<file path="config.mk">
export PLATFORM = sky130hd
export DESIGN_NAME = rbft_div
export DESIGN_NICKNAME = d
export VERILOG_FILES = /design/src/rtl/rbft_pkg.sv /design/src/rtl/rbft_div.sv
export SDC_FILE = /design/constraint.sdc
export NUM_CORES = 1
export LEC_CHECK = 0
export ABC_AREA = 1
export BUFFER_PORTS_ARGS = -buffer_cell sky130_fd_sc_hd__clkbuf_2
export CORE_UTILIZATION = 25
export DETAILED_ROUTE_END_ITERATION = 6
export SKIP_LAST_GASP = 1
export SLEW_MARGIN = 20
export SYNTH_ARGS = -nofsm -noshare
export SYNTH_HDL_FRONTEND = slang
export SYNTH_SLANG_ARGS = --single-unit
</file>
<file path="constraint.sdc">
create_clock -name clk -period 4 [get_ports clk]
set_input_delay 0.2 -clock clk [delete_from_list [all_inputs] [get_ports clk]]
set_output_delay 0.2 -clock clk [all_outputs]
set_load 0.03 [all_outputs]
</file>
<file path="src/rtl/rbft_pkg.sv">
`timescale 1ns / 1ps
// Shared types and constants for the radar beam former trigger unit.
// No dependencies; imported by rbft_cell, rbft_div and the top level.
package rbft_pkg;

  // Default window depth (top-level parameter default)
  localparam int MAX_SAMPLES_DEF = 128;

  // Field widths
  localparam int GATE_W = 14;
  localparam int PRT_W  = 16;
  localparam int AZ_W   = 16;
  localparam int NWIN_W = 8;
  localparam int STEP_W = 16;
  localparam int RUN_W  = 8;
  localparam int SINCE_W = 12;

  // Target divider widths: numerator 2*az + step, denominator 2*step
  localparam int NUM_W = 18;
  localparam int DEN_W = 17;

  // Azimuth full circle in 0.01 deg and counter limits
  localparam logic [AZ_W:0]      AZ_FULL   = 17'd36000;
  localparam logic [RUN_W-1:0]   RUN_MAX   = 8'd255;
  localparam logic [SINCE_W-1:0] SINCE_MAX = 12'd4095;

  // Register reset values
  localparam logic [NWIN_W-1:0] WIN_SIZE_RST   = 8'd64;
  localparam logic              INDEX_AZ_RST   = 1'b1;
  localparam logic [STEP_W-1:0] AZ_STEP_RST    = 16'd100;
  localparam logic [PRT_W-1:0]  PRT_TOL_RST    = 16'd1000;

  // Configuration register indexes
  typedef enum logic [1:0] {
    CFG_WIN_SIZE  = 2'd0,
    CFG_INDEX_AZ  = 2'd1,
    CFG_AZ_STEP   = 2'd2,
    CFG_PRT_TOL   = 2'd3
  } cfg_idx_t;

  // Partial results carried down the cell chain toward cell 0
  typedef struct packed {
    logic            bad;  // some PRT in the window out of tolerance
    logic [AZ_W-1:0] a1;   // azimuth n/2 places back
    logic [AZ_W-1:0] a2;   // azimuth n/2-1 places back
  } rbft_scan_t;

endpackage

</file>
<file path="src/rtl/rbft_div.sv">
`timescale 1ns / 1ps
// Restoring divider, one quotient bit per cycle.
// Depends on rbft_pkg for default widths.
module rbft_div import rbft_pkg::*; #(
  parameter int N_W = NUM_W,
  parameter int D_W = DEN_W
) (
  input  logic           clk,
  input  logic           rst_n,
  input  logic           start,
  input  logic [N_W-1:0] num,
  input  logic [D_W-1:0] den,
  output logic           done,
  output logic [N_W-1:0] quo
);

  localparam int CNT_W = $clog2(N_W + 1);

  logic             busy_r;
  logic             done_r;
  logic [CNT_W-1:0] cnt_r;
  logic [N_W-1:0]   num_r;
  logic [D_W-1:0]   den_r;
  logic [D_W-1:0]   rem_r;
  logic [D_W:0]     trial;
  logic             fits;

  // Shift in the next numerator bit and try a subtract
  always_comb begin
    trial = {rem_r, num_r[N_W-1]};
    fits  = (trial >= {1'b0, den_r});
  end

  always_ff @(posedge clk) begin
    if (!rst_n) begin
      busy_r <= 1'b0;
      done_r <= 1'b0;
    end else begin
      done_r <= 1'b0;
      if (start) begin
        busy_r <= 1'b1;
        cnt_r  <= CNT_W'(N_W);
        num_r  <= num;
        den_r  <= den;
        rem_r  <= '0;
      end else if (busy_r) begin
        rem_r <= fits ? D_W'(trial - {1'b0, den_r}) : trial[D_W-1:0];
        num_r <= {num_r[N_W-2:0], fits};
        cnt_r <= cnt_r - 1'b1;
        if (cnt_r == CNT_W'(1)) begin
          busy_r <= 1'b0;
          done_r <= 1'b1;
        end
      end
    end
  end

  assign done = done_r;
  assign quo  = num_r;

endmodule

</file>
==> results of run 1 <==
[per-stage QoR]
stage	cells	hold slack (ns)	utilization, %	total power (uW)	setup WS [ns]
floorplan	441	0.277	-	1120	1.15
global placement	671	0.379	29.2	1210	1.59
detailed placement	671	0.379	29.2	1220	1.59
CTS	687	0.0361	31.3	1980	1.55
global route	687	0.0411	31.3	2070	1.34
finish	687	0.0431	31.3	1970	1.57
[logic make-up (layout without fill, tap and decap cells)]
kind of cell | Yosys count | count (layout) | synth area share (%)
flops | 59 | 59 | 48.2
compound gates | 27 | 27 | 4.69
simple gates | 244 | 244 | 28.5
xor+xnor | 9 | 9 | 2.17
fa+ha+maj | 20 | 20 | 7.10
buf+inv | 82 | 148 | 9.34
[power breakdown]
group	internal (uW)	total [uW]	switching, uW
sequential	742	766	23.7
clock	480	757	277
combinational	154	445	291
[flip-flops by register name, indices dropped and copies added, names as in the netlist]
register and count:
busy_r 1, cnt_r 5, den_r 17, done 1, quo 18, rem_r 17
[area by class of cell]
cell class                      count  share of cell area (%)
Timing Repair Buffer               58                    6.73
Clock buffer                       11                    5.30
Multi-Input combinational cell    300                    35.3
Clock inverter                      5                    1.25
Tap cell                          180                    5.13
Sequential cell                    59                    39.9
Inverter                           74                    6.33
[synthesized netlist by cell type (4+ instances only)]
library cell	number
nand2_1	148
nor2_1	46
nor3_1	4
a21oi_1	11
o21ai_2	8
ha_1	19
o21ai_1	4
xor2_1	6
inv_1	73
nand3_1	20
nor2_2	8
nand2_2	5
edfxtp_1	57
[metal layers]
metal | vias to the layer above | global-route usage (%) | wire [um]
li1 | 1511 | - | -
met5 | - | 0 | 0
met1 | 1319 | 14.1 | 3730
met4 | 0 | 5.03 | 192
met3 | 16 | 3.44 | 441
met2 | 78 | 19.4 | 3660
[worst paths after layout]
check | start | endpoint | slack [ns] | cells past startpoint
hold reg to reg | busy_r$_SDFF_PN0_ | done$_SDFF_PP0_ | 0.51 | 2
hold / removal | den[10] | den_r[10]$_DFFE_PP_ | 0.04 | 1
setup / recovery | quo[17]$_DFFE_PP_ | rem_r[6]$_SDFFCE_PP0P_ | 1.57 | 11
setup reg to reg | quo[17]$_DFFE_PP_ | rem_r[6]$_SDFFCE_PP0P_ | 1.57 | 11
==> summary.md, run 1 <==
| Metric | Value |
|---|---|
| Arrival time at the worst endpoint | ~2.6 ns |
| Core Region | 14000 sq um |
| Number of synthesized register bits | a little under 60 |
| # rows | 43 |
| Count of clock tree sinks | between 50 and 60 |
| YS warnings | 0 |
| Largest delay share family, worst path | simple AND/OR/NAND/NOR gates |
| Number of max-cap violations | 0 |
| H-tree levels | 3 |
| # diodes | 0 |
| Post-synth EDFFs | 57 |
| CP endpoint kind | register |
| Crit path max fanout | 25 |
| Post-Syn Instances | 441 |
| Most common cell after layout, fill and taps aside | nand2_1 |
| Setup Fix Bufs, Post-CTS | 0 |
| Req. time, crit path | roughly 4.2 ns |
| Minimum clock period | 2.43 ns |
| Die width | 123 um |
| Global-route wire length before repair | roughly 14000 um |
| Final period utilization | approximately three fifths |
| Top cells by area, synth | edfxtp_1 47%, nand2_1 15%, inv_1 7.5% |
| TritonCTS clock tree | built |
| Num CTS Buffers | 9 |
| Die ar. | approximately 15000 sq um |
| CTS Hold Buffers Added | 0 |
| Mapped Area | 3630 sq um |
| Cell Chain, Critical Path | inv_1, ha_1, inv_1, fa_1, nand3_1, nand3_2, nand2_1, nand2_4, inv_2, nor2_1, nor2_1 |
| Slew Limit Fails | 0 |
| DR vias | about 3000 |
| Avg Cell Area, Syn | 8.23 sq um |
| CTS root buf | clkbuf_16 |
| First-pass iteration count of the detailed router | 4 |
| Achievable Freq | 411 MHz |
| Dpl hpwl | 5730 um |
| Filler Cells Inserted | approximately 1500 |
| Chip Height | 123 um |
| Drt total wl | between 8000 and 9000 um |
| I/O pins | 57 |
| Pwr dens | 448 nW/um^2 |
| Status | complete, no violations |
| Post-cts sizing count | 0 |
| Syn_nets | roughly 500 |
| Worst slew pin tran | 0.778 ns |
| Clock network latency to the later pin of the worst-skew pair | around 0.33 ns |
| Worst vdd ir | 0.168 mV |
| Starting Density | between 20% and 30% |
| Commonest non-fill, non-tap cells in the layout | 148 x nand2_1, 73 x inv_1, 57 x edfxtp_1 |
| Largest net degree at the start of global routing | 38 |
| Final setup fails | 0 |
| Synth cell types | 32 |
| DR DRC count | 0 |
| Vias per inst | 4.26 |
| Unrepaired setup endpoints after global routing | false |
| Clock tree buffer depth | 2 |
| Post-route cell area | 4390 sq um |
| Post-place instance area | ~4000 sq um |
| Initial antenna violation count | 0 |
| Overflow after GRT | 0 |
| Setup tns final | 0 ns |
| Area growth syn-to-layout | 20.9% |
| Total GRT Usage | 11.7% |
| Slowest CP cell | edfxtp_1 |
| Crit Path Class | register to register |
| Ys flop type | edfxtp_1 |
| Final Wtd Congestion | 0.886 |
| Worst slew margin | approximately half |
| Vias in the first global route | between 2000 and 3000 |
| Worst hold path class | input port to register |
| Top cell type's share of synthesized area | ~47% |
| WL/cell | between 10 and 15 um |
| Startpoint Class | register |
| Reg area | roughly 1800 sq um |
| Skew final | 0.00986 ns |
| Clock Pin Slew Worst Setup and Hold Paths | around 0.060 ns |
| Multi-input gate area | between 1500 and 2000 sq um |
| Final hold violation count | 0 |
| WP buf/inv | 3 |
| Seq/Total Area, Yosys | 48.2% |
| Leakage Power | ~0.0022 uW |
| Leading area contributor after synthesis | edfxtp_1 |
| Port buffer count | 56 |
| Post-synth ARST share | 0% |
| Number of DRC markers in iteration 0 | approximately 150 |
| Post-layout nets | 560 |
| Final ANT Viol Nets | 0 |
| Crit-path max cell delay | approximately 0.44 ns |
| Fraction of layout cells with a size suffix above 1 | about a fifth |
(Power assumes the default switching activity.)
==> inputs of run 2 (changes only) <==
- ABC_AREA: 1 -> 0
- clock period: 4 -> 2.1 ns (I/O delays scaled with it)
==> summary.md, run 2 <==
| Metric | Value |
|---|---|
| Clk network pwr share | 37.7% (was 38.5%) |
| Syn_nets | 347 (was 499) |
| Vias per inst | 4.41 (was 4.26) |
| Die ar. | 13900 sq um (was 15000 sq um) |
| Mapped Area | 3350 sq um (was 3630 sq um) |
| First-pass iteration count of the detailed router | 4 (unchanged) |
| Die width | 118 um (was 123 um) |
| Worst r2r path cells | 11 (unchanged) |
| Unrepaired setup endpoints after global routing | true (was false) |
| Vias in the first global route | 2745 (was 2980) |
| Violated checks | negative setup slack |
| Final hold violation count | 0 (unchanged) |
| Worst setup path start | quo[17]$_DFFE_PP_ (unchanged) |
| Starting Density | 26.2% (was 25.9%) |
| Achievable Freq | 401 MHz (was 411 MHz) |
| # diodes | 0 (unchanged) |
| Number of DRC markers in iteration 0 | 56 (was 146) |
| CTS root buf | clkbuf_16 (unchanged) |
| Largest delay share family, worst path | compound AO/OA/AOI/OAI gates (was simple AND/OR/NAND/NOR gates) |
| Switching power | 1120 uW (was 592 uW) |
| Post-layout nets | 480 (was 560) |
| Setup tns final | -5.81 ns (was 0 ns) |
| RR Endpoint | rem_r[16]$_SDFFCE_PP0P_ (was rem_r[6]$_SDFFCE_PP0P_) |
| Minimum clock period | 2.49 ns (was 2.43 ns) |
| Port buffer count | 56 (unchanged) |
| Global-route wire length before repair | 13000 um (was 13600 um) |
| Max FFs per register | 18 (unchanged) |
| Arrival time at the worst endpoint | 2.57 ns (was 2.60 ns) |
| Dpl ws | -0.428 ns (was 1.59 ns) |
| Slowest CP cell | edfxtp_1 (unchanged) |
| Number of max-cap violations | 0 (unchanged) |
| Slew Limit Fails | 0 (unchanged) |
| Top cells by area, synth | edfxtp_1 51%, ha_1 7.1%, mux2_2 6.0% (was edfxtp_1 47%, nand2_1 15%, inv_1 7.5%) |
| Post-Syn Instances | 289 (was 441) |
| Pwr dens | 859 nW/um^2 (was 448 nW/um^2) |
| Total GRT Usage | 11.6% (was 11.7%) |
| Number of synthesized register bits | 59 (unchanged) |
| Reg2Reg Launch Point | quo[17]$_DFFE_PP_ (unchanged) |
| Combinational Power Share | 27.1% (was 22.6%) |
| Internal | 3040 uW (was 1380 uW) |
| Reg power frac | 35.2% (was 38.9%) |
| Post-layout util | 37.8% (was 31.3%) |
| YS warnings | 0 (unchanged) |
| # rows | 41 (was 43) |
| Most instantiated cells after synthesis | 57 x edfxtp_1, 32 x a21oi_1, 27 x nand2_1, 24 x inv_1, 19 x ha_1 (was 148 x nand2_1, 73 x inv_1, 57 x edfxtp_1, 46 x nor2_1, 20 x nand3_1) |
| Drt total wl | 7710 um (was 8020 um) |
| Fraction of layout cells with a size suffix above 1 | 42.2% (was 20.1%) |
| Ys flop type | edfxtp_1 (unchanged) |
| WL/cell | 12.9 um (was 11.7 um) |
| Final ANT Viol Nets | 0 (unchanged) |
| Clock network latency to the later pin of the worst-skew pair | 0.33 ns (about the same) |
| Crit Path Class | register to register (unchanged) |
| Worst slew margin | 62.3% (was 48.1%) |
| Req. time, crit path | 2.17 ns (was 4.17 ns) |
| Worst slew pin tran | 0.565 ns (was 0.778 ns) |
| Worst vdd ir | 0.360 mV (was 0.168 mV) |
| WP buf/inv | 3 (unchanged) |
| Seq/Total Area, Yosys | 52.2% (was 48.2%) |
| Clock tree buffer depth | 2 (unchanged) |
| Leakage Power | 0.00206 uW (was 0.00216 uW) |
| DR DRC count | 0 (unchanged) |
| Dpl hpwl | 5530 um (was 5730 um) |
| Leading area contributor after synthesis | edfxtp_1 (unchanged) |
| CP endpoint | rem_r[16]$_SDFFCE_PP0P_ (was rem_r[6]$_SDFFCE_PP0P_) |
| Overflow after GRT | 0 (unchanged) |
| Final period utilization | 119% (was 60.8%) |
| Post-synth EDFFs | 57 (unchanged) |
| Crit-path max cell delay | 0.39 ns (was 0.44 ns) |
| TritonCTS clock tree | built (unchanged) |
| DR vias | 2642 (was 2924) |
| Top cell type's share of synthesized area | 51.0% (was 47.1%) |
| CP endpoint kind | register (unchanged) |
| Chip Height | 118 um (was 123 um) |
| Status | finished with violations (was complete, no violations) |
| Initial antenna violation count | 0 (unchanged) |
| Largest net degree at the start of global routing | 25 (was 38) |
| Most common cell after layout, fill and taps aside | edfxtp_1 (was nand2_1) |
| Count of clock tree sinks | 59 (unchanged) |
| H-tree levels | 3 (unchanged) |
| Synth cell types | 53 (was 32) |
| Num CTS Buffers | 9 (unchanged) |
| Most common cell in the netlist | edfxtp_1 (was nand2_1) |
| Final worst slack | -0.395 ns (was 1.57 ns) |
| Final setup fails | 18 (was 0) |
| Final Wtd Congestion | 0.840 (was 0.886) |
| Startpoint Class | register (unchanged) |
| Cell Chain, Critical Path | inv_1, ha_2, inv_2, fa_2, a21oi_2, o211ai_1, o21bai_4, a221o_1, buf_6, or2b_1, o21ai_1 (was inv_1, ha_1, inv_1, fa_1, nand3_1, nand3_2, nand2_1, nand2_4, inv_2, nor2_1, nor2_1) |
| I/O pins | 57 (unchanged) |
| Area growth syn-to-layout | 44.5% (was 20.9%) |
| Reg2reg setup slack | -0.39 ns (was 1.57 ns) |
| Core Region | 12800 sq um (was 14000 sq um) |
| Commonest non-fill, non-tap cells in the layout | 57 x edfxtp_1, 56 x clkbuf_2, 56 x buf_4 (was 148 x nand2_1, 73 x inv_1, 57 x edfxtp_1) |
| Post-synth ARST share | 0% (unchanged) |
| Skew final | 0.00884 ns (was 0.00986 ns) |
| Clock Pin Slew Worst Setup and Hold Paths | 0.05 ns (was 0.06 ns) |
| Avg Cell Area, Syn | 11.6 sq um (was 8.23 sq um) |
| Worst hold path class | input port to register (unchanged) |
| Crit path max fanout | 10 (was 25) |
| Critical Path Stages | 11 (unchanged) |
| Switching portion of total power | 26.9% (was 30.1%) |
-- run 2: cell types whose count changed in the layout (fill, tap and decap cells not counted), moves of 6 or more --
cell | before | now
inv_1 | 73 | 23
nor2_2 | 8 | 1
mux2_2 | 0 | 18
nor2_1 | 46 | 14
nand2_1 | 148 | 23
dlygate4sd3_1 | 0 | 17
buf_4 | 2 | 56
o21ai_0 | 2 | 8
a21oi_2 | 0 | 8
xnor2_1 | 3 | 9
a21oi_1 | 10 | 25
nand3_1 | 20 | 1
o21ai_2 | 8 | 0
-- run 2: cell families after synthesis --
| group | synth area share, % |
|---|---|
| AO/OA/AOI/OAI | 15.4 |
| multiplexers | 6.34 |
| AND/OR/NAND/NOR | 10.3 |
| buffers and inverters | 4.48 |
| XOR/XNOR | 3.66 |
| flip-flops | 52.2 |
| adder cells (fa/ha/maj) | 7.68 |
-- run 2: power groups by stage --
stage,sequential (uW),clock (uW),combinational (uW)
6_report,1460,1570,1130
5_1_grt,1470,1660,1240
4_1_cts,1460,1610,1100
3_5_place_dp,1480,0,1030
3_3_place_gp,1480,0,1020
2_1_floorplan,1520,0,607
-- run 2: cell type report --
type	instances	area (sq um)
inverter	24	90.1
sequential	59	1750
clock inverter	5	76.3
multi-input combinational	195	1540
clock buffer	11	243
tap	172	215
fill	1295	7980
timing repair buffer	133	928
-- run 2: through the flow --
| step | hold slack (ns) | instance area, sq um | cells | power (uW) |
|---|---|---|---|---|
| 2_1_floorplan | 0.204 | 3370 | 289 | 2130 |
| 3_3_place_gp | 0.285 | 4250 | 563 | 2500 |
| 3_5_place_dp | 0.284 | 4250 | 563 | 2520 |
| 4_1_cts | 0.0686 | 4790 | 598 | 4170 |
| 5_1_grt | 0.0740 | 4850 | 599 | 4380 |
| 6_report | 0.0727 | 4850 | 599 | 4160 |
-- run 2: worst min-delay path by stage --
stage	slack, ns	end	cells past startpoint	from
3_3_place_gp	0.28	den_r[1]$_DFFE_PP_	1	den[1]
4_1_cts	0.07	busy_r$_SDFF_PN0_	3	rst_n
6_report	0.07	busy_r$_SDFF_PN0_	3	rst_n
3_5_place_dp	0.28	den_r[1]$_DFFE_PP_	1	den[1]
2_1_floorplan	0.20	den_r[0]$_DFFE_PP_	0	den[0]
5_1_grt	0.07	quo[13]$_DFFE_PP_	2	num[13]
-- run 2: what timing repair did --
item / in CTS / in global routing
pin swaps: 0 / 13
buffers inserted: 2 / 1
hold endpoints to repair: 17 / 0
setup endpoints to repair: 18 / 18
gates resized for setup: 7 / 15
hold buffers: 17 / 0
-- run 2: per-layer routing --
layer	part of all wire (%)	global-route usage, %	up-vias	wire length, um
met5	0	0	-	0
met4	1.3	4.09	0	98
li1	-	-	1328	-
met3	2.8	2.42	9	212
met1	45	14.1	1269	3500
met2	51	20.3	36	3900
-- run 2: worst register-to-register path, delay by kind of cell (launching register included) --
| kind | cells | cell delay (ns) |
|---|---|---|
| adder cells (fa/ha/maj) | 2 | 0.53 |
| AO/OA/AOI/OAI | 5 | 0.89 |
| AND/OR/NAND/NOR | 1 | 0.17 |
| flip-flops | 1 | 0.39 |
| buffers and inverters | 3 | 0.28 |
