## src/rtl/rbft_pkg.sv

```systemverilog
`timescale 1ns / 1ps
// Shared types and constants for the radar beam former trigger unit.
// No dependencies; imported by rbft_cell, rbft_div and the top level.
package rbft_pkg;

  // Default window depth (top-level parameter default)
  localparam int MAX_SAMPLES_DEF = 128;

  // Field widths
  localparam int GATE_W = 14;
  localparam int PRT_W  = 16;
  localparam int AZ_W   = 16;
  localparam int NWIN_W = 8;
  localparam int STEP_W = 16;
  localparam int RUN_W  = 8;
  localparam int SINCE_W = 12;

  // Target divider widths: numerator 2*az + step, denominator 2*step
  localparam int NUM_W = 18;
  localparam int DEN_W = 17;

  // Azimuth full circle in 0.01 deg and counter limits
  localparam logic [AZ_W:0]      AZ_FULL   = 17'd36000;
  localparam logic [RUN_W-1:0]   RUN_MAX   = 8'd255;
  localparam logic [SINCE_W-1:0] SINCE_MAX = 12'd4095;

  // Register reset values
  localparam logic [NWIN_W-1:0] WIN_SIZE_RST   = 8'd64;
  localparam logic              INDEX_AZ_RST   = 1'b1;
  localparam logic [STEP_W-1:0] AZ_STEP_RST    = 16'd100;
  localparam logic [PRT_W-1:0]  PRT_TOL_RST    = 16'd1000;

  // Configuration register indexes
  typedef enum logic [1:0] {
    CFG_WIN_SIZE  = 2'd0,
    CFG_INDEX_AZ  = 2'd1,
    CFG_AZ_STEP   = 2'd2,
    CFG_PRT_TOL   = 2'd3
  } cfg_idx_t;

  // Partial results carried down the cell chain toward cell 0
  typedef struct packed {
    logic            bad;  // some PRT in the window out of tolerance
    logic [AZ_W-1:0] a1;   // azimuth n/2 places back
    logic [AZ_W-1:0] a2;   // azimuth n/2-1 places back
  } rbft_scan_t;

endpackage

```

## src/rtl/rbft_cell.sv

```systemverilog
`timescale 1ns / 1ps
// One window cell: holds one pulse (PRT, azimuth), shifts it on a new pulse
// and merges its own check result into the scan word passed toward cell 0.
module rbft_cell import rbft_pkg::*; #(
  parameter int CELL_IDX = 0
) (
  input  logic              clk,
  input  logic              shift_en,
  input  logic [PRT_W-1:0]  prt_in,
  input  logic [AZ_W-1:0]   az_in,
  output logic [PRT_W-1:0]  prt_out,
  output logic [AZ_W-1:0]   az_out,
  input  logic [PRT_W-1:0]  p0,
  input  logic [PRT_W-1:0]  prt_tol,
  input  logic [NWIN_W-1:0] n_win,
  input  logic [NWIN_W-1:0] sel_a1,
  input  logic [NWIN_W-1:0] sel_a2,
  input  logic              scan_en,
  input  logic              scan_load,
  input  rbft_scan_t        scan_in,
  output rbft_scan_t        scan_out
);

  logic [PRT_W-1:0] prt_r;
  logic [AZ_W-1:0]  az_r;
  rbft_scan_t       scan_r;
  rbft_scan_t       own;
  logic [PRT_W-1:0] diff;

  // Window storage, shifts one place per accepted pulse
  always_ff @(posedge clk) begin
    if (shift_en) begin
      prt_r <= prt_in;
      az_r  <= az_in;
    end
  end

  // This cell's contribution
  always_comb begin
    diff    = (prt_r > p0) ? (prt_r - p0) : (p0 - prt_r);
    own.bad = (CELL_IDX < int'(n_win)) && (diff > prt_tol);
    own.a1  = (CELL_IDX == int'(sel_a1)) ? az_r : '0;
    own.a2  = (CELL_IDX == int'(sel_a2)) ? az_r : '0;
  end

  // Scan word: load own result, then fold in the upstream neighbor
  always_ff @(posedge clk) begin
    if (scan_en) begin
      if (scan_load) begin
        scan_r <= own;
      end else begin
        scan_r.bad <= own.bad | scan_in.bad;
        scan_r.a1  <= own.a1 | scan_in.a1;
        scan_r.a2  <= own.a2 | scan_in.a2;
      end
    end
  end

  assign prt_out  = prt_r;
  assign az_out   = az_r;
  assign scan_out = scan_r;

endmodule

```

## config.mk

```make
export PLATFORM = sky130hd
export DESIGN_NAME = rbft_cell
export DESIGN_NICKNAME = d
export VERILOG_FILES = /design/src/rtl/rbft_pkg.sv /design/src/rtl/rbft_cell.sv
export SDC_FILE = /design/constraint.sdc
export NUM_CORES = 1
export LEC_CHECK = 0
export BUFFER_PORTS_ARGS = -buffer_cell sky130_fd_sc_hd__buf_2
export CAP_MARGIN = 15
export CORE_UTILIZATION = 49
export CTS_CLUSTER_SIZE = 24
export DETAILED_ROUTE_END_ITERATION = 8
export GPL_TIMING_DRIVEN = 0
export PLACE_DENSITY = 0.92
export SETUP_SLACK_MARGIN = 0.2
export SLEW_MARGIN = 20
export SYNTH_ARGS = -nofsm -noshare
export SYNTH_HDL_FRONTEND = slang
export SYNTH_SLANG_ARGS = --single-unit
```

## constraint.sdc

```tcl
create_clock -name clk -period 4.3 [get_ports clk]
set_input_delay 0.215 -clock clk [delete_from_list [all_inputs] [get_ports clk]]
set_output_delay 0.215 -clock clk [all_outputs]
set_load 0.03 [all_outputs]
```

==> metrics, run 1 <==
FP Rows 34; fill count 696; vias in the first global route 4049; Setup crit start kind register; max-slew violations 0; Cell variety after synth 46; Initial DRC Count 167; Worst Hold Class in2reg; WL/cell 14.7 um; CTS sink cnt 65; status finished, final reports clean; CP cell instances ha_1 -> inv_1 -> fa_1 -> a211oi_1 -> o31ai_1 -> a31oi_1 -> o221ai_1 -> mux2i_1 -> xnor2_1 -> ha_1 -> a21oi_1 -> nor2b_1 -> a2111oi_1 -> o21ai_0 -> o22a_1; fin worst setup slack 0.423 ns; Clk Latency, worst-skew pair 0.33 ns; max_cap viols 0; Die Y 97.0 um; Clk network pwr share 0.282; most common cell after layout, fill and taps aside buf_2; Worst setup EP type register; most numerous cell on the critical path ha_1; Hold Fails Final Rpt 0; Routed WL 11200 um; met3 WL 805 um; Post-Place Cell Area 5500 um^2; Seq pwr share 0.395; DRC violation count after routing 0; Worst EP required 4.36 ns; syn_area_per_cell 9.85 um^2; Synth area leaders edfxtp_1, ha_1, inv_1; Top Ports 190; Final Cycle Share 0.902; proportion of layout cells with a drive suffix above 1 0.349; syn_nets 623; dominant cell type by area after synthesis edfxtp_1; Relative slew margins 0.483; GPL Wtd Cong 0.909; Total GRT Usage 0.233; slowest cell on the critical path fa_1; Hold-fix buffers, CTS 0; WS Path Type reg2reg; ANT cells 0; die area 9410 um^2; slew at the pin closest to its max-slew limit 0.776 ns; CTS tree yes; Finish-stage setup viols 0; Hold Crit Start prt_in[9]; Logic pwr share 0.324; Port Buffers 189; global-route wire length before repair 17700 um; nets@finish 823; DRT Pass-1 Iters 5; Post-Syn Area 4420 um^2; Sw Ratio 0.318; ys async rst share 0; postcts setup bufs 0; root buffer cell clkbuf_8; Cell Int Power 1.34 mW; number of antenna-violating nets in the routed design 0; minimum clock period 3.88 ns; routed wl met2 6040 um; Cells after Synth 449; fmax 258 MHz; H-tree depth 3; Final Util 0.655; DP Worst Slack 0.466 ns; Design Area, Final 5720 um^2; worst vdd ir 0.000250 V; post-DP HPWL 9010 um; vias per cell 5.24; Core Area 8720 um^2; commonest cells after routing, fill and taps aside buf_2, inv_1, edfxtp_1; worst-case clock buffer depth 2; number of synthesized flops with an enable pin 65; Most used DFF post-synth edfxtp_1; largest net degree at the start of global routing 34; met1 wire length 4100 um; Reg clk slew, reported paths 0.07 ns; RR Startpoint prt_out[0]; NetSw 624 uW; sequential cell area fraction in the yosys report 0.441; DR top layer met4; P&R area growth vs syn 29.3%; Crit path largest cell delay 0.41 ns; initial antenna violation count 0; setup TNS 0 ns; P_leak 2.85 nW; post-synthesis register bit count 65; Starting Density 0.507; CP max FO 4; Pwr per Cell Area 343 nW/um^2; RSZ-0062 raised after global routing no; Critical Path Start prt_out[0]; CP Data Arrival Time 3.94 ns; Syn. warnings 0; TritonCTS Buffers 9; top-area cell type share of the netlist area 0.441; Via Count 3992; Chip Width 97.0 um; grt total ovfl 0; skew final 0.0119 ns
[cells in the mapped netlist, types with 2 or more instances]
library cell / n
or4_1: 4
o211ai_1: 2
nand4_2: 2
nor4_1: 2
o21ai_1: 15
nor2b_1: 4
xnor2_1: 10
and2_1: 2
nor2_1: 7
nand3_1: 5
and3_1: 3
clkbuf_1: 3
a21boi_0: 2
buf_2: 5
mux2i_1: 14
inv_1: 80
o21bai_1: 3
o21a_1: 2
fa_1: 2
a21oi_1: 33
buf_4: 8
a21o_1: 8
a21oi_2: 4
nand4_1: 5
xor2_1: 4
and4_1: 2
edfxtp_1: 65
o21ai_0: 35
o221ai_1: 4
nand2_1: 52
ha_1: 47
[state kept, by name, indices dropped and copies added, names as in the netlist]
register	count
az_out	16
prt_out	16
scan_out	33
[final cells by class]
| type | count | area (um^2) | area share |
|---|---|---|---|
| buffer | 18 | 128 | 0.0223 |
| clock buffer | 11 | 131 | 0.0230 |
| clock inverter | 5 | 80.1 | 0.0140 |
| inverter | 80 | 300 | 0.0525 |
| multi-input combinational | 286 | 2040 | 0.357 |
| sequential | 65 | 1950 | 0.342 |
| tap | 108 | 135 | 0.0236 |
| timing repair buffer | 189 | 946 | 0.165 |
[worst paths after layout]
path | cells after the start | slack [ns] | endpoint
max | 15 | 0.42 | scan_out[32]
min | 1 | 0.05 | prt_out[9]
max reg2reg | 15 | 0.42 | scan_out[32]
min reg2reg | 2 | 0.59 | scan_out[15]
[metrics by stage]
stage / power, mW / std cells / hold WS (ns)
detailed placement: 1.42 / 746 / 0.393
global route: 2.06 / 762 / 0.0337
global placement: 1.39 / 746 / 0.392
floorplan: 1.21 / 449 / 0.314
finish: 1.96 / 762 / 0.0529
CTS: 1.97 / 762 / 0.0395
[repair_timing]
item | 4_1_cts | 5_1_grt
resized for setup | 0 | 1
endpoints found under the hold margin | 0 | 0
endpoints found under the setup margin | 0 | 1
[layer usage]
metal | vias to the layer above | track usage
met2 | 199 | 0.441
li1 | 1944 | -
met3 | 20 | 0.0347
met4 | 0 | 0.0918
met1 | 1829 | 0.259
met5 | - | 0
[logic make-up (layout without fill, tap and decap cells)]
kind of cell    count (synthesis)  after routing  share of synthesized area
compound gates                115            115                      0.154
buf+inv                        98            303                     0.0968
simple gates                   93             93                      0.104
xor+xnor                       14             14                     0.0277
flops                          65             65                      0.441
fa+ha+maj                      49             49                      0.142
mux                            15             15                     0.0342
[critical path: cells and delay by family, from the launching register on]
family                   cells  cell delay [ns]
AO/OA/AOI/OAI                8             1.90
XOR/XNOR                     1             0.15
adder cells (fa/ha/maj)      3             0.86
buffers and inverters        1             0.06
flip-flops                   1             0.37
multiplexers                 1             0.20
AND/OR/NAND/NOR              1             0.07
[power by group through the flow]
| stage | logic (mW) | registers (mW) | clock network (mW) |
|---|---|---|---|
| detailed placement | 0.629 | 0.788 | 0 |
| global route | 0.695 | 0.779 | 0.589 |
| CTS | 0.632 | 0.774 | 0.562 |
| floorplan | 0.342 | 0.873 | 0 |
| finish | 0.635 | 0.774 | 0.552 |
| global placement | 0.601 | 0.786 | 0 |
Power figures use the tool's default switching activity.
==> run 2: changes to the inputs <==
==> constraint.sdc (replaced) <==
create_clock -name clk -period 4.2 [get_ports clk]
set_input_delay 0.21 -clock clk [delete_from_list [all_inputs] [get_ports clk]]
set_output_delay 0.21 -clock clk [all_outputs]
set_load 0.03 [all_outputs]
==> run 2 against run 1 <==
Clock skew fell by 0.00056 ns. Sequential cell count did not move. Clock-buffer cell count did not move.
==> metrics, run 2 (same netlist as run 1, synthesis figures left out) <==
status finished, final reports clean; hold slack 0.0482 ns (-0.00468 ns); root buffer cell clkbuf_8; initial antenna violation count 0 (unchanged); TritonCTS Buffers 9 (unchanged); placed cells 746 (unchanged); Initial DRC Count 174 (+4.2%); reg2reg path depth 15 (unchanged); Seq pwr share 0.394 (about the same); Chip Width 97.0 um (unchanged); most common cell after layout, fill and taps aside buf_2; Relative slew margins 0.483 (+0.000674); P&R area growth vs syn 29.6%; largest net degree at the start of global routing 34 (unchanged); ANT cells 0 (unchanged); Routed WL 11200 um (-0.12%); Die Y 97.0 um (unchanged); global-route wire length before repair 17700 um (unchanged); commonest cells after routing, fill and taps aside buf_2, inv_1, edfxtp_1; nets@finish 824 (+0.12%); CP Data Arrival Time 3.85 ns (-0.09 ns); Final Cycle Share 0.901 (-0.000989); Design Area, Final 5730 um^2 (+0.24%); Logic pwr share 0.325 (about the same); Top Ports 190 (unchanged); Starting Density 0.507 (unchanged); Worst EP required 4.26 ns (-0.10 ns); max-slew violations 0 (unchanged); WL/cell 14.6 um (-0.25%); max_cap viols 0 (unchanged); Overall Power 2.01 mW (+2.6%); Via Count 3996 (+0.10%); Worst setup EP type register; grt total ovfl 0 (unchanged); slew at the pin closest to its max-slew limit 0.775 ns (-0.00101 ns); die area 9410 um^2 (unchanged); Non-Filler Instances 763 (+0.13%); WS Path Type reg2reg; Hold Fails Final Rpt 0 (unchanged); Sw Ratio 0.318 (about the same); hold path cells 1 (unchanged); Finish-stage setup viols 0 (unchanged); proportion of layout cells with a drive suffix above 1 0.351 (+0.00252); Post-Place Cell Area 5500 um^2 (unchanged); GPL Wtd Cong 0.909 (unchanged); register-to-register setup slack 0.42 ns (about the same); max FFs per register 33 (unchanged); fmax 264 MHz (+2.5%); minimum clock period 3.78 ns (-0.0943 ns); Clk Latency, worst-skew pair 0.33 ns (about the same); CP max FO 4 (unchanged); post-DP HPWL 9010 um (unchanged); vias per cell 5.24 (about the same); vias in the first global route 4049 (unchanged); Total GRT Usage 0.233 (unchanged); Worst Hold Class in2reg; DRT Pass-1 Iters 5 (unchanged); setup TNS 0 ns (unchanged); worst-case clock buffer depth 2 (unchanged); NetSw 640 uW (+2.6%); Reg clk slew, reported paths 0.07 ns (about the same); Port Buffers 189 (unchanged); FP Rows 34 (unchanged); H-tree depth 3 (unchanged); DRC violation count after routing 0 (unchanged); Clk network pwr share 0.281 (about the same); Setup crit start kind register; Pwr per Cell Area 351 nW/um^2 (+2.3%); number of antenna-violating nets in the routed design 0 (unchanged); P_leak 2.85 nW (+0.19%); fill count 693 (-0.43%); Core Area 8720 um^2 (unchanged); skew final 0.0113 ns (-0.000564 ns); CTS sink cnt 65 (unchanged); Cell Int Power 1.37 mW (+2.6%); RSZ-0062 raised after global routing no; worst vdd ir 0.000256 V (+2.4%); CTS tree yes
-- run 2: cell types whose count changed in the layout (fill, tap and decap cells not counted), sizes merged --
cell	before	now
buf	204	205
-- run 2: path summary, 6_finish.rpt --
path                  endpoint       start
setup / recovery  scan_out[32]  prt_out[0]
hold / removal      prt_out[9]   prt_in[9]
setup reg to reg  scan_out[32]  prt_out[0]
hold reg to reg   scan_out[15]  az_out[15]
-- run 2: final cells by class --
type,instances,area [um^2],area share
plain buffers,18,128,0.0223
clock buffers,11,131,0.0229
clock inverters,5,80.1,0.0140
inverters,80,300,0.0524
multi-input cells,286,2050,0.358
flip-flops and latches,65,1950,0.341
well taps,108,135,0.0236
repair buffers,190,953,0.166
-- run 2: timing repair --
item / 4_1_cts / 5_1_grt
hold buffers: 0 / 0
setup endpoints to repair: 0 / 1
resized for setup: 0 / 2
setup buffers: 0 / 1
-- run 2: power by group through the flow --
stage	clock network (mW)	logic, mW	registers, mW
final	0.565	0.654	0.792
after CTS	0.576	0.647	0.793
after global placement	0	0.615	0.804
after floorplan	0	0.350	0.893
after detailed placement	0	0.644	0.807
after global routing	0.603	0.716	0.797
-- run 2: per-stage QoR --
step / worst slack (ns) / util
2_1_floorplan: 0.648 / -
3_3_place_gp: 0.488 / 0.631
3_5_place_dp: 0.366 / 0.631
4_1_cts: 0.324 / 0.655
5_1_grt: 0.229 / 0.657
6_report: 0.417 / 0.657
-- run 2: critical path, stage by stage, from the launching register on --
cell	delay, ns
edfxtp_1	0.37
ha_1	0.19
inv_1	0.06
fa_1	0.41
a211oi_1	0.29
o31ai_1	0.15
a31oi_2	0.29
o221ai_1	0.14
mux2i_1	0.20
xnor2_1	0.15
ha_1	0.26
a21oi_1	0.15
nor2b_1	0.07
a2111oi_1	0.37
o21ai_0	0.17
o22a_1	0.25
-- run 2: routing by layer --
metal,vias up,GRT usage,part of all wire,routed length [um]
met2,199,0.441,0.54,6050
met5,-,0,0,0
met4,0,0.0918,0.022,242
li1,1948,-,-,-
met1,1823,0.259,0.37,4090
met3,26,0.0347,0.069,769
==> run 3: changes to the inputs <==
--- a/config.mk
+++ b/config.mk
@@ -7,13 +7,15 @@
 export LEC_CHECK = 0
 export BUFFER_PORTS_ARGS = -buffer_cell sky130_fd_sc_hd__buf_2
 export CAP_MARGIN = 15
-export CORE_UTILIZATION = 49
+export CELL_PAD_IN_SITES_DETAIL_PLACEMENT = 0
+export CELL_PAD_IN_SITES_GLOBAL_PLACEMENT = 1
+export CORE_UTILIZATION = 36
 export CTS_CLUSTER_SIZE = 24
 export DETAILED_ROUTE_END_ITERATION = 8
 export GPL_TIMING_DRIVEN = 0
 export PLACE_DENSITY = 0.92
 export SETUP_SLACK_MARGIN = 0.2
-export SLEW_MARGIN = 20
+export SKIP_CTS_REPAIR_TIMING = 1
 export SYNTH_ARGS = -nofsm -noshare
 export SYNTH_HDL_FRONTEND = slang
 export SYNTH_SLANG_ARGS = --single-unit
==> run 3 against run 2 <==
Clock-buffer cell count decreased by 2. Via count shrank 3.0%. Die area up 35%. Sequential cell count stayed put. Global-route usage fell by 5.2 points. Sequential share of layout area shrank 0.64 points. Worst hold slack better by 0.013 ns. Cell count rose by 4.7%. First-iteration DRC count is 32% lower. Critical path depth stayed put. Critical path type unchanged. Critical endpoint unchanged. Largest cell class unchanged. Highest routed layer is now met5.
==> metrics, run 3 (same netlist as run 1, synthesis figures left out) <==
CP Data Arrival Time 3.72 ns (-0.13 ns); register-to-register setup slack 0.54 ns (+0.12 ns); Worst Hold Class in2reg; FF+latch area 1950 um^2 (unchanged); Crit path largest cell delay 0.41 ns (about the same); Die Y 113 um (+16%); nets@finish 824 (unchanged); Chip Width 113 um (+16%); minimum clock period 3.66 ns (-0.123 ns); Core Area 12000 um^2 (+38%); crit-path leading delay family compound AO/OA/AOI/OAI gates; Reg clk slew, reported paths 0.05 ns (-0.02 ns); global-route wire length before repair 18100 um (+2.6%); hold slack 0.0609 ns (+0.0127 ns); placed cells 785 (+5.2%); initial antenna violation count 1 (+1); P_leak 2.88 nW (+1.2%); Setup crit start kind register; most common cell after layout, fill and taps aside buf_2; RSZ-0062 raised after global routing no; number of antenna-violating nets in the routed design 0 (unchanged); Routed WL 11300 um (+1.3%); Final Cycle Share 0.871 (-0.0293); Final Util 0.486 (-0.171); TritonCTS Buffers 9 (unchanged); Hold Crit Start az_in[14]; commonest cells after routing, fill and taps aside buf_2, inv_1, edfxtp_1; Total GRT Usage 0.180 (-0.0524); hold path cells 1 (unchanged); ANT cells 0 (unchanged); M2 GR Usage 0.329 (-0.113); Starting Density 0.368 (-0.139); max FFs per register 33 (unchanged); grt total ovfl 0 (unchanged); GPL Wtd Cong 0.854 (-6.0%); status finished, final reports clean; DRC violation count after routing 0 (unchanged); proportion of layout cells with a drive suffix above 1 0.351 (about the same); Via Count 3876 (-3.0%); vias in the first global route 3886 (-4.0%); root buffer cell clkbuf_16; max_cap viols 0 (unchanged); WS Path Type reg2reg; post-DP HPWL 9230 um (+2.5%); Finish-stage setup viols 0 (unchanged); skew final 0.00508 ns (-0.00621 ns); Worst EP required 4.26 ns (about the same); Clk Latency, worst-skew pair 0.32 ns (about the same); WHS Endpoint az_out[14]; setup TNS 0 ns (unchanged); P&R area growth vs syn 32.1%; Port Buffers 189 (unchanged); fill count 1132 (+63%); Top Ports 190 (unchanged); CTS tree yes; WL/cell 14.1 um (-3.2%); fmax 273 MHz (+3.4%); CP cell instances inv_1 -> ha_1 -> buf_4 -> a21oi_1 -> o21ai_0 -> nand2b_1 -> a31oi_4 -> buf_12 -> mux2i_1 -> xnor2_1 -> ha_1 -> and3_1 -> a2111oi_1 -> o21ai_0 -> o22a_1; vias per cell 4.85 (-7.4%); RR Startpoint prt_out[9]; CTS sink cnt 65 (unchanged); CP max FO 10 (+6); largest net degree at the start of global routing 34 (unchanged); Worst setup EP type register; worst path bufs/invs 3 (+2); met1 Use GR 0.198 (-0.0602); die area 12700 um^2 (+35%); worst vdd ir 0.000314 V (+23%); Multi-input gate area 2050 um^2 (unchanged); Pwr per Cell Area 366 nW/um^2 (+4.3%); Initial DRC Count 118 (-32%); Relative slew margins 0.481 (-0.00276); slowest cell on the critical path a2111oi_1; Design Area, Final 5840 um^2 (+1.9%); RR Endpoint scan_out[32]; DRT Pass-1 Iters 4 (-1); reg2reg path depth 15 (unchanged); slew at the pin closest to its max-slew limit 0.779 ns (+0.00414 ns); FP Rows 40 (+18%); max-slew violations 0 (unchanged); grt met3 use 0.0482 (+0.0135); Hold Fails Final Rpt 0 (unchanged); layer with the highest usage met2; worst-case clock buffer depth 2 (unchanged); Post-Place Cell Area 5550 um^2 (+0.89%); H-tree depth 3 (unchanged); Non-Filler Instances 799 (+4.7%)
[run 3: power by group]
group	total, mW	internal, mW	leakage [nW]	switching [mW]
Sequential	0.795	0.769	0.653	0.0255
Combinational	0.650	0.268	2.10	0.382
Clock	0.695	0.446	0.133	0.248
[run 3: how the worst max path moves through the flow]
stage          cells after the start        from            to  slack (ns)
5_1_grt                           15  prt_out[0]  scan_out[32]        0.26
6_report                          15  prt_out[9]  scan_out[32]        0.54
3_3_place_gp                      15  prt_out[7]  scan_out[32]        0.44
2_1_floorplan                     16  prt_out[0]  scan_out[32]        0.65
3_5_place_dp                      15  prt_out[8]  scan_out[32]        0.38
4_1_cts                           15  prt_out[8]  scan_out[32]        0.35
[run 3: final cells by class]
cell class | count | area share
well taps | 147 | 0.0315
multi-input cells | 286 | 0.351
plain buffers | 18 | 0.0219
clock inverters | 4 | 0.00814
flip-flops and latches | 65 | 0.334
clock buffers | 9 | 0.0386
inverters | 80 | 0.0514
repair buffers | 190 | 0.163
[run 3: layer usage]
metal,wire length [um],vias up,share of wire
li1,-,1946,-
met1,4540,1766,0.40
met2,5700,139,0.50
met3,777,23,0.069
met4,273,2,0.024
met5,12,-,0.0011
[run 3: worst register-to-register path: stages (launching register included)]
cell       delay (ns)
edfxtp_1         0.39
inv_1            0.06
ha_1             0.27
buf_4            0.15
a21oi_1          0.10
o21ai_0          0.24
nand2b_1         0.13
a31oi_4          0.23
buf_12           0.17
mux2i_1          0.25
xnor2_1          0.15
ha_1             0.25
and3_1           0.17
a2111oi_1        0.41
o21ai_0          0.17
o22a_1           0.25
[run 3: metrics by stage]
step                      worst slack [ns]  total power, mW
final                                0.540             2.14
after global routing                 0.259             2.25
after CTS                            0.352             2.15
after detailed placement             0.376             1.45
after global placement               0.439             1.43
after floorplan                      0.648             1.24
